<file path="src/rtl/core/u8dec_pkg.sv">
// Package for the UTF-8 validating decoder: result status codes, result word type
// and byte-class constants. No dependencies.
package u8dec_pkg;

    typedef enum logic [1:0] {
        ST_DONE    = 2'd0,
        ST_INVALID = 2'd1,
        ST_MORE    = 2'd2
    } t_status;

    typedef struct packed {
        logic [20:0] code_point;
        t_status     status;
        logic [2:0]  consumed_count;
        logic        last_of_run;
    } t_result;

    localparam logic [7:0] LEAD_MIN  = 8'hC2;
    localparam logic [7:0] LEAD_MAX  = 8'hF4;
    localparam logic [7:0] LEAD_E0   = 8'hE0;
    localparam logic [7:0] LEAD_ED   = 8'hED;
    localparam logic [7:0] LEAD_F0   = 8'hF0;
    localparam logic [7:0] LEAD_F4   = 8'hF4;
    localparam logic [7:0] CONT_A0   = 8'hA0;
    localparam logic [7:0] CONT_90   = 8'h90;
    localparam logic [7:0] CONT_8F   = 8'h8F;
    localparam logic [7:0] CONT_MASK = 8'hC0;
    localparam logic [7:0] CONT_TAG  = 8'h80;
    localparam logic [7:0] CONT_BITS = 8'h3F;
    localparam logic [7:0] LEAD2_BITS = 8'h1F;
    localparam logic [7:0] LEAD3_BITS = 8'h0F;
    localparam logic [7:0] LEAD4_BITS = 8'h07;

endpackage

</file>
<file path="src/rtl/core/u8dec_core.sv">
// Decode step of the UTF-8 validating decoder: sequence state registers and the
// per-byte logic that yields up to two results. Depends on u8dec_pkg.
module u8dec_core
    import u8dec_pkg::*;
(
    input  logic        i_clk,
    input  logic        i_rst_n,
    input  logic        i_fire,
    input  logic [7:0]  i_byte,
    input  logic        i_eoi,
    output logic [1:0]  o_num,
    output t_result     o_res0,
    output t_result     o_res1
);

    logic [1:0]  r_held,  n_held;
    logic [2:0]  r_exp,   n_exp;
    logic [7:0]  r_lead,  n_lead;
    logic [20:0] r_acc,   n_acc;

    logic        w_lead_emit;
    t_result     w_lead_res;
    logic        w_lead_hold;
    logic [2:0]  w_lead_exp;
    logic [20:0] w_lead_acc;
    logic        w_cont;
    logic        w_ok;
    logic [2:0]  w_next_cnt;
    logic [20:0] w_shift_acc;

    always_comb begin
        w_lead_emit = 1'b1;
        w_lead_hold = 1'b0;
        w_lead_res  = '0;
        w_lead_res.consumed_count = 3'd1;
        w_lead_res.last_of_run    = 1'b1;
        if (i_byte < LEAD_E0) begin
            w_lead_exp = 3'd2;
            w_lead_acc = {16'd0, i_byte[4:0] & LEAD2_BITS[4:0]};
        end else if (i_byte < LEAD_F0) begin
            w_lead_exp = 3'd3;
            w_lead_acc = {17'd0, i_byte[3:0] & LEAD3_BITS[3:0]};
        end else begin
            w_lead_exp = 3'd4;
            w_lead_acc = {18'd0, i_byte[2:0] & LEAD4_BITS[2:0]};
        end
        if (!i_byte[7]) begin
            w_lead_res.code_point = {13'd0, i_byte};
            w_lead_res.status     = ST_DONE;
        end else if (i_byte < LEAD_MIN || i_byte > LEAD_MAX) begin
            w_lead_res.status = ST_INVALID;
        end else if (i_eoi) begin
            w_lead_res.status = ST_MORE;
        end else begin
            w_lead_emit = 1'b0;
            w_lead_hold = 1'b1;
        end
    end

    always_comb begin
        w_cont = (i_byte & CONT_MASK) == CONT_TAG;
        w_ok   = w_cont;
        if (r_held == 2'd1) begin
            if (r_lead == LEAD_E0 && i_byte < CONT_A0) w_ok = 1'b0;
            if (r_lead == LEAD_ED && i_byte >= CONT_A0) w_ok = 1'b0;
            if (r_lead == LEAD_F0 && i_byte < CONT_90) w_ok = 1'b0;
            if (r_lead == LEAD_F4 && i_byte > CONT_8F) w_ok = 1'b0;
        end
        w_next_cnt  = {1'b0, r_held} + 3'd1;
        w_shift_acc = {r_acc[14:0], i_byte[5:0] & CONT_BITS[5:0]};
    end

    always_comb begin
        n_held = r_held;
        n_exp  = r_exp;
        n_lead = r_lead;
        n_acc  = r_acc;
        o_num  = 2'd0;
        o_res0 = '0;
        o_res1 = '0;
        if (i_fire) begin
            if (r_held == 2'd0 || !w_ok) begin
                if (w_lead_hold) begin
                    n_held = 2'd1;
                    n_exp  = w_lead_exp;
                    n_lead = i_byte;
                    n_acc  = w_lead_acc;
                end else begin
                    n_held = '0;
                    n_exp  = '0;
                    n_lead = '0;
                    n_acc  = '0;
                end
                if (r_held == 2'd0) begin
                    o_num  = {1'b0, w_lead_emit};
                    o_res0 = w_lead_res;
                end else begin
                    o_res0.status         = ST_INVALID;
                    o_res0.consumed_count = {1'b0, r_held};
                    o_res0.last_of_run    = !w_lead_emit;
                    o_res1                = w_lead_res;
                    o_num                 = w_lead_emit ? 2'd2 : 2'd1;
                end
            end else if (w_next_cnt >= r_exp || i_eoi) begin
                n_held = '0;
                n_exp  = '0;
                n_lead = '0;
                n_acc  = '0;
                o_num  = 2'd1;
                o_res0.consumed_count = w_next_cnt;
                o_res0.last_of_run    = 1'b1;
                if (w_next_cnt >= r_exp) begin
                    o_res0.code_point = w_shift_acc;
                    o_res0.status     = ST_DONE;
                end else begin
                    o_res0.status = ST_MORE;
                end
            end else begin
                n_held = w_next_cnt[1:0];
                n_acc  = w_shift_acc;
            end
        end
    end

    always_ff @(posedge i_clk) begin
        if (!i_rst_n) begin
            r_held <= '0;
            r_exp  <= '0;
            r_lead <= '0;
            r_acc  <= '0;
        end else begin
            r_held <= n_held;
            r_exp  <= n_exp;
            r_lead <= n_lead;
            r_acc  <= n_acc;
        end
    end

    a_clear_after_eoi: assert property (@(posedge i_clk) disable iff (!i_rst_n)
        (i_fire && i_eoi) |=> (r_held == 2'd0))
        else $error("sequence state held after end-of-input byte");

    a_two_needs_invalid: assert property (@(posedge i_clk) disable iff (!i_rst_n)
        (o_num == 2'd2) |-> (o_res0.status == ST_INVALID && !o_res0.last_of_run))
        else $error("second result without invalid prefix");

endmodule

</file>
<file path="src/rtl/core/u8dec_fifo.sv">
// Four-entry result queue of the UTF-8 validating decoder; takes zero, one or
// two results per cycle and releases one per word. Depends on u8dec_pkg.
module u8dec_fifo
    import u8dec_pkg::*;
(
    input  logic       i_clk,
    input  logic       i_rst_n,
    input  logic [1:0] i_num,
    input  t_result    i_res0,
    input  t_result    i_res1,
    input  logic       i_pop,
    output logic       o_room,
    output logic       o_valid,
    output t_result    o_head
);

    t_result    r_mem [4];
    logic [1:0] r_wr, n_wr;
    logic [1:0] r_rd, n_rd;
    logic [2:0] r_cnt, n_cnt;
    logic       w_pop;

    assign w_pop   = i_pop && (r_cnt != 3'd0);
    assign o_valid = r_cnt != 3'd0;
    assign o_head  = r_mem[r_rd];
    assign o_room  = r_cnt <= 3'd2;

    always_comb begin
        n_wr  = r_wr + i_num;
        n_rd  = r_rd + {1'b0, w_pop};
        n_cnt = r_cnt + {1'b0, i_num} - {2'd0, w_pop};
    end

    always_ff @(posedge i_clk) begin
        if (i_num != 2'd0) r_mem[r_wr] <= i_res0;
        if (i_num == 2'd2) r_mem[r_wr + 2'd1] <= i_res1;
    end

    always_ff @(posedge i_clk) begin
        if (!i_rst_n) begin
            r_wr  <= '0;
            r_rd  <= '0;
            r_cnt <= '0;
        end else begin
            r_wr  <= n_wr;
            r_rd  <= n_rd;
            r_cnt <= n_cnt;
        end
    end

    a_no_overflow: assert property (@(posedge i_clk) disable iff (!i_rst_n)
        (i_num != 2'd0) |-> (r_cnt <= 3'd2))
        else $error("result queue overflow");

endmodule

</file>
<file path="src/rtl/core/utf8_validating_decoder_top.sv">
// UTF-8 validating decoder top level: input register, decode step and result queue.
// An accepted byte passes through the input register and then the result queue before its results reach the output.
// Throughput: one byte per cycle while the result queue has room and each byte yields at most
// one result; a byte that yields an invalid prefix plus a new result takes one extra output word.
// Reset (i_rst_n low, synchronous) clears the sequence state, input register and queue.
module utf8_validating_decoder_top
    import u8dec_pkg::*;
(
    input  logic        i_clk,
    input  logic        i_rst_n,
    input  logic        i_s_axis_tvalid,
    output logic        o_s_axis_tready,
    input  logic [7:0]  i_s_axis_tdata,   // [7:0] data_byte
    input  logic        i_s_axis_tlast,   // end_of_input
    output logic        o_m_axis_tvalid,
    input  logic        i_m_axis_tready,
    output logic [31:0] o_m_axis_tdata,   // [20:0] code_point, [22:21] status,
                                          // [25:23] consumed_count, [31:26] zero
    output logic        o_m_axis_tlast    // last_of_run
);

    logic       r_in_valid;
    logic [7:0] r_in_byte;
    logic       r_in_eoi;
    logic       w_room;
    logic       w_fire;
    logic [1:0] w_num;
    t_result    w_res0;
    t_result    w_res1;
    t_result    w_head;

    assign w_fire          = r_in_valid && w_room;
    assign o_s_axis_tready = !r_in_valid || w_fire;

    always_ff @(posedge i_clk) begin
        if (!i_rst_n) begin
            r_in_valid <= 1'b0;
        end else if (o_s_axis_tready) begin
            r_in_valid <= i_s_axis_tvalid;
        end
    end

    always_ff @(posedge i_clk) begin
        if (o_s_axis_tready && i_s_axis_tvalid) begin
            r_in_byte <= i_s_axis_tdata;
            r_in_eoi  <= i_s_axis_tlast;
        end
    end

    u8dec_core u_core (
        .i_clk   (i_clk),
        .i_rst_n (i_rst_n),
        .i_fire  (w_fire),
        .i_byte  (r_in_byte),
        .i_eoi   (r_in_eoi),
        .o_num   (w_num),
        .o_res0  (w_res0),
        .o_res1  (w_res1)
    );

    u8dec_fifo u_fifo (
        .i_clk   (i_clk),
        .i_rst_n (i_rst_n),
        .i_num   (w_num),
        .i_res0  (w_res0),
        .i_res1  (w_res1),
        .i_pop   (i_m_axis_tready),
        .o_room  (w_room),
        .o_valid (o_m_axis_tvalid),
        .o_head  (w_head)
    );

    assign o_m_axis_tdata = {6'd0, w_head.consumed_count, w_head.status, w_head.code_point};
    assign o_m_axis_tlast = w_head.last_of_run;

    a_cp_zero: assert property (@(posedge i_clk) disable iff (!i_rst_n)
        (o_m_axis_tvalid && w_head.status != ST_DONE) |-> (w_head.code_point == 21'd0))
        else $error("nonzero code point on a failed result");

    a_count_range: assert property (@(posedge i_clk) disable iff (!i_rst_n)
        o_m_axis_tvalid |-> (w_head.consumed_count != 3'd0 && w_head.consumed_count <= 3'd4))
        else $error("consumed count out of range");

endmodule
</file>
<file path="config.mk">
export PLATFORM = sky130hd
export DESIGN_NAME = utf8_validating_decoder_top
export DESIGN_NICKNAME = d
export VERILOG_FILES = /design/src/rtl/core/u8dec_pkg.sv /design/src/rtl/core/u8dec_core.sv /design/src/rtl/core/u8dec_fifo.sv /design/src/rtl/core/utf8_validating_decoder_top.sv
export SDC_FILE = /design/constraint.sdc
export NUM_CORES = 1
export LEC_CHECK = 0
export ABC_CLOCK_PERIOD_IN_PS = 4650
export BUFFER_PORTS_ARGS = -buffer_cell sky130_fd_sc_hd__buf_4
export CORE_MARGIN = 3
export CORE_UTILIZATION = 60
export DETAILED_ROUTE_END_ITERATION = 7
export GPL_ROUTABILITY_DRIVEN = 0
export PLACE_DENSITY = 0.79
export SLEW_MARGIN = 25
export SYNTH_ARGS = -nofsm -noshare
export SYNTH_HDL_FRONTEND = slang
export SYNTH_SLANG_ARGS = --single-unit
</file>
<file path="constraint.sdc">
create_clock -name i_clk -period 4.65 [get_ports i_clk]
set_input_delay 0.93 -clock i_clk [delete_from_list [all_inputs] [get_ports i_clk]]
set_output_delay 0.93 -clock i_clk [all_outputs]
set_load 0.01 [all_outputs]
</file>
==> metrics.md <==
| Metric | Value |
|---|---|
| Status | complete, no violations |
| Clock transition at path regs | 0.06 ns |
| Number of max-cap violations | 0 |
| Final min period | 3.74 ns |
| Die ar. | 13,300 um^2 |
| Leakage Power | 3.23 nW |
| Min-delay worst type | reg2reg |
| DRC violations left | 0 |
| 1st-pass router iterations | 5 |
| Port bufs | 41 |
| Final setup vio count | 0 |
| Most frequent cells after synthesis | nand2_1 (104), dfxtp_1 (100), mux2i_1 (61), edfxtp_1 (53), o22ai_1 (38) |
| Largest area contributor in the netlist | dfxtp_1 |
| Via density | 6.44 |
| Total GRT Usage | 26.8% |
| Worst endpoint required time | 4.69 ns |
| Initial antenna violation count | 0 |
| WP data arrival | 3.78 ns |
| Fin. max-slew vios | 0 |
| Worst Setup End Kind | register |
| Postcts setup bufs | 0 |
| Cts hold-fix bufs | 0 |
| Final Hold Fails | 0 |
| Chip height | 115 um |
| Pwr Density | 438 nW/um^2 |
| Peak VDD IR | 0.368 mV |
| Worst Max-Slew Pin Slew | 0.984 ns |
| Post-CTS Resized | 0 |
| Layout area overhead | 12.7% |
| Top FF cell, synth | dfxtp_1 |
| Grt total ovfl | 0 |
| Synth cell types | 58 |
| Setup CP Type | reg2reg |
| DR vias | 5,235 |
| RSZ-0062 raised after global routing | false |
| Final wirelength | 16.9 mm |
| # fillers | 806 |
| Starting Density | 62.0% |
| CTS tree | yes |
| Clock Sinks | 153 |
| Ys Warns | 0 |
| CTS Buf Count | 17 |
| Worst Clk Skew | 0.0100 ns |
| DR WL/cell | 20.8 um |
| Mean post-synth cell area | 11.2 um^2 |
| Final Total Pwr | 3.52 mW |
| Largest net degree at the start of global routing | 33 |
| Seq cells post-synth | 153 |
| Post-synthesis cell count | 638 |
| Post-synth EDFFs | 53 |
| Antenna cells | 0 |
| Share of cells above drive strength 1 | 17.9% |
| Share of the synthesized area in the top cell type | 28.0% |
| Critical path startpoint category | register |
| Post-Syn Area | 7140 um^2 |
| Cell Rows | 39 |
| Initial DRC count | 646 |
| Highest fanout seen on the critical path | 12 |
| Worst slew margin | 33.9% |
| Final #Nets | 685 |
| Most numerous cell in the Yosys netlist | nand2_1 |
| Max Fclk | 268 MHz |
| Clk_lat worst skew | 0.42 ns |
| FFs w/ async S/R, synth | 0% |
| Sequential area share after synthesis | 50.3% |
| Fin crit share | 80.4% |
| First-pass GRT wire length | 27.3 mm |
| Ranking of synthesized cells by area | dfxtp_1 (28%), edfxtp_1 (22%), mux2i_1 (8.5%), mux4_2 (8.5%), nand2_1 (5.5%) |
| Dpl hpwl | 10.9 mm |
| Setup_tns | 0 ns |
| CTS H-tree lvls | 4 |
| I/O pin total | 48 |
| CTS Buffer Depth | 2 |
| Vias in the first global route | 5,312 |
| Core ar. | 11,500 um^2 |
| Clk root buf | clkbuf_16 |
| Die width | 115 um |
| Final ANT Viol Nets | 0 |
-- critical path, stage by stage (launching register included) --
cell and delay, ns:
edfxtp_1 0.57, nand4_1 0.23, o21bai_1 0.15, and3_1 0.45, inv_1 0.13, ha_1 0.34, nor3_2 0.45, or3_1 0.56
nand2_1 0.48
-- kinds of logic (layout without fill, tap and decap cells) --
logic type | Yosys count | count (layout) | share of synthesized area, %
and+or+nand+nor | 202 | 202 | 13.7
DFF | 153 | 153 | 50.3
AOI/OAI and AO/OA | 99 | 99 | 9.86
muxes | 92 | 92 | 17.7
buffers and inverters | 69 | 96 | 4.78
adders and majority gates | 15 | 15 | 2.73
xor gates and xnor gates | 7 | 7 | 0.858
other | 1 | 6 | 0.0525
-- layout make-up --
class / count / area, um^2 / share of cell area, %
Clock inverter: 6 / 83.8 / 1.04
Clock buffer: 26 / 532 / 6.61
Timing Repair Buffer: 50 / 375 / 4.66
Tap cell: 143 / 179 / 2.22
Multi-Input combinational cell: 421 / 3230 / 40.1
Inverter: 14 / 52.6 / 0.653
Sequential cell: 153 / 3600 / 44.7
-- placed cells by master (no fill, tap or decap), drive strengths merged, types with 3 or more instances in the layout --
master    n
conb      6
mux4     27
xnor2     4
nand4     6
a21boi   14
nor4      3
mux2      4
inv      14
o211ai    5
a21oi     9
ha       14
nor3     11
or3       6
o21a      3
xor2      3
o21ai     3
o22ai    38
nand2   104
nor2      9
dfxtp   100
nand2b    7
nand3    23
a21o      3
buf      50
clkbuf   26
and2     16
and3      4
a22o      5
a32o      9
clkinv    4
edfxtp   53
or4       4
mux2i    61
-- path summary, 6_finish.rpt --
path	from	to	slack [ns]	cells after the start
worst max-delay path	r_in_byte[5]	u_fifo.r_mem[1][9]	0.91	8
worst min register to register	u_fifo.r_mem[3][15]	u_fifo.r_mem[3][15]	0.46	2
worst min-delay path	u_fifo.r_mem[3][15]	u_fifo.r_mem[3][15]	0.46	2
worst max register to register	r_in_byte[5]	u_fifo.r_mem[1][9]	0.91	8
-- per-layer routing --
metal  GRT usage (%)  part of all wire (%)
met1            35.5                    42
met4            10.2                   2.3
met5               0                     0
met2            43.0                    48
met3            6.42                   7.4
-- where the power goes --
| part | total, mW | leakage, nW | internal, mW | switching [mW] |
|---|---|---|---|---|
| registers | 1.54 | 1.27 | 1.44 | 0.0965 |
| logic | 0.572 | 1.65 | 0.274 | 0.298 |
| clock network | 1.41 | 0.308 | 0.895 | 0.519 |
-- registers in the layout (all words and copies together) (netlist names) --
register       count
u_fifo.r_mem     108
u_core.r_held      2
u_core.r_acc      15
r_in_byte          8
u_fifo.r_rd        2
r_in_eoi           1
u_core.r_exp       3
r_in_valid         1
u_fifo.r_cnt       3
u_core.r_lead      8
u_fifo.r_wr        2
-- through the flow --
stage | hold WS [ns] | setup slack (ns) | std cells | utilization (%) | area (um^2)
after floorplan | 0.435 | 1.33 | 643 | - | 7160
after global placement | 0.442 | 1.18 | 781 | 64.5 | 7430
after detailed placement | 0.452 | 1.01 | 781 | 64.5 | 7430
after CTS | 0.459 | 0.940 | 813 | 69.9 | 8040
after global routing | 0.482 | 0.686 | 813 | 69.9 | 8050
final | 0.459 | 0.912 | 813 | 69.9 | 8050
(Power assumes the default switching activity.)
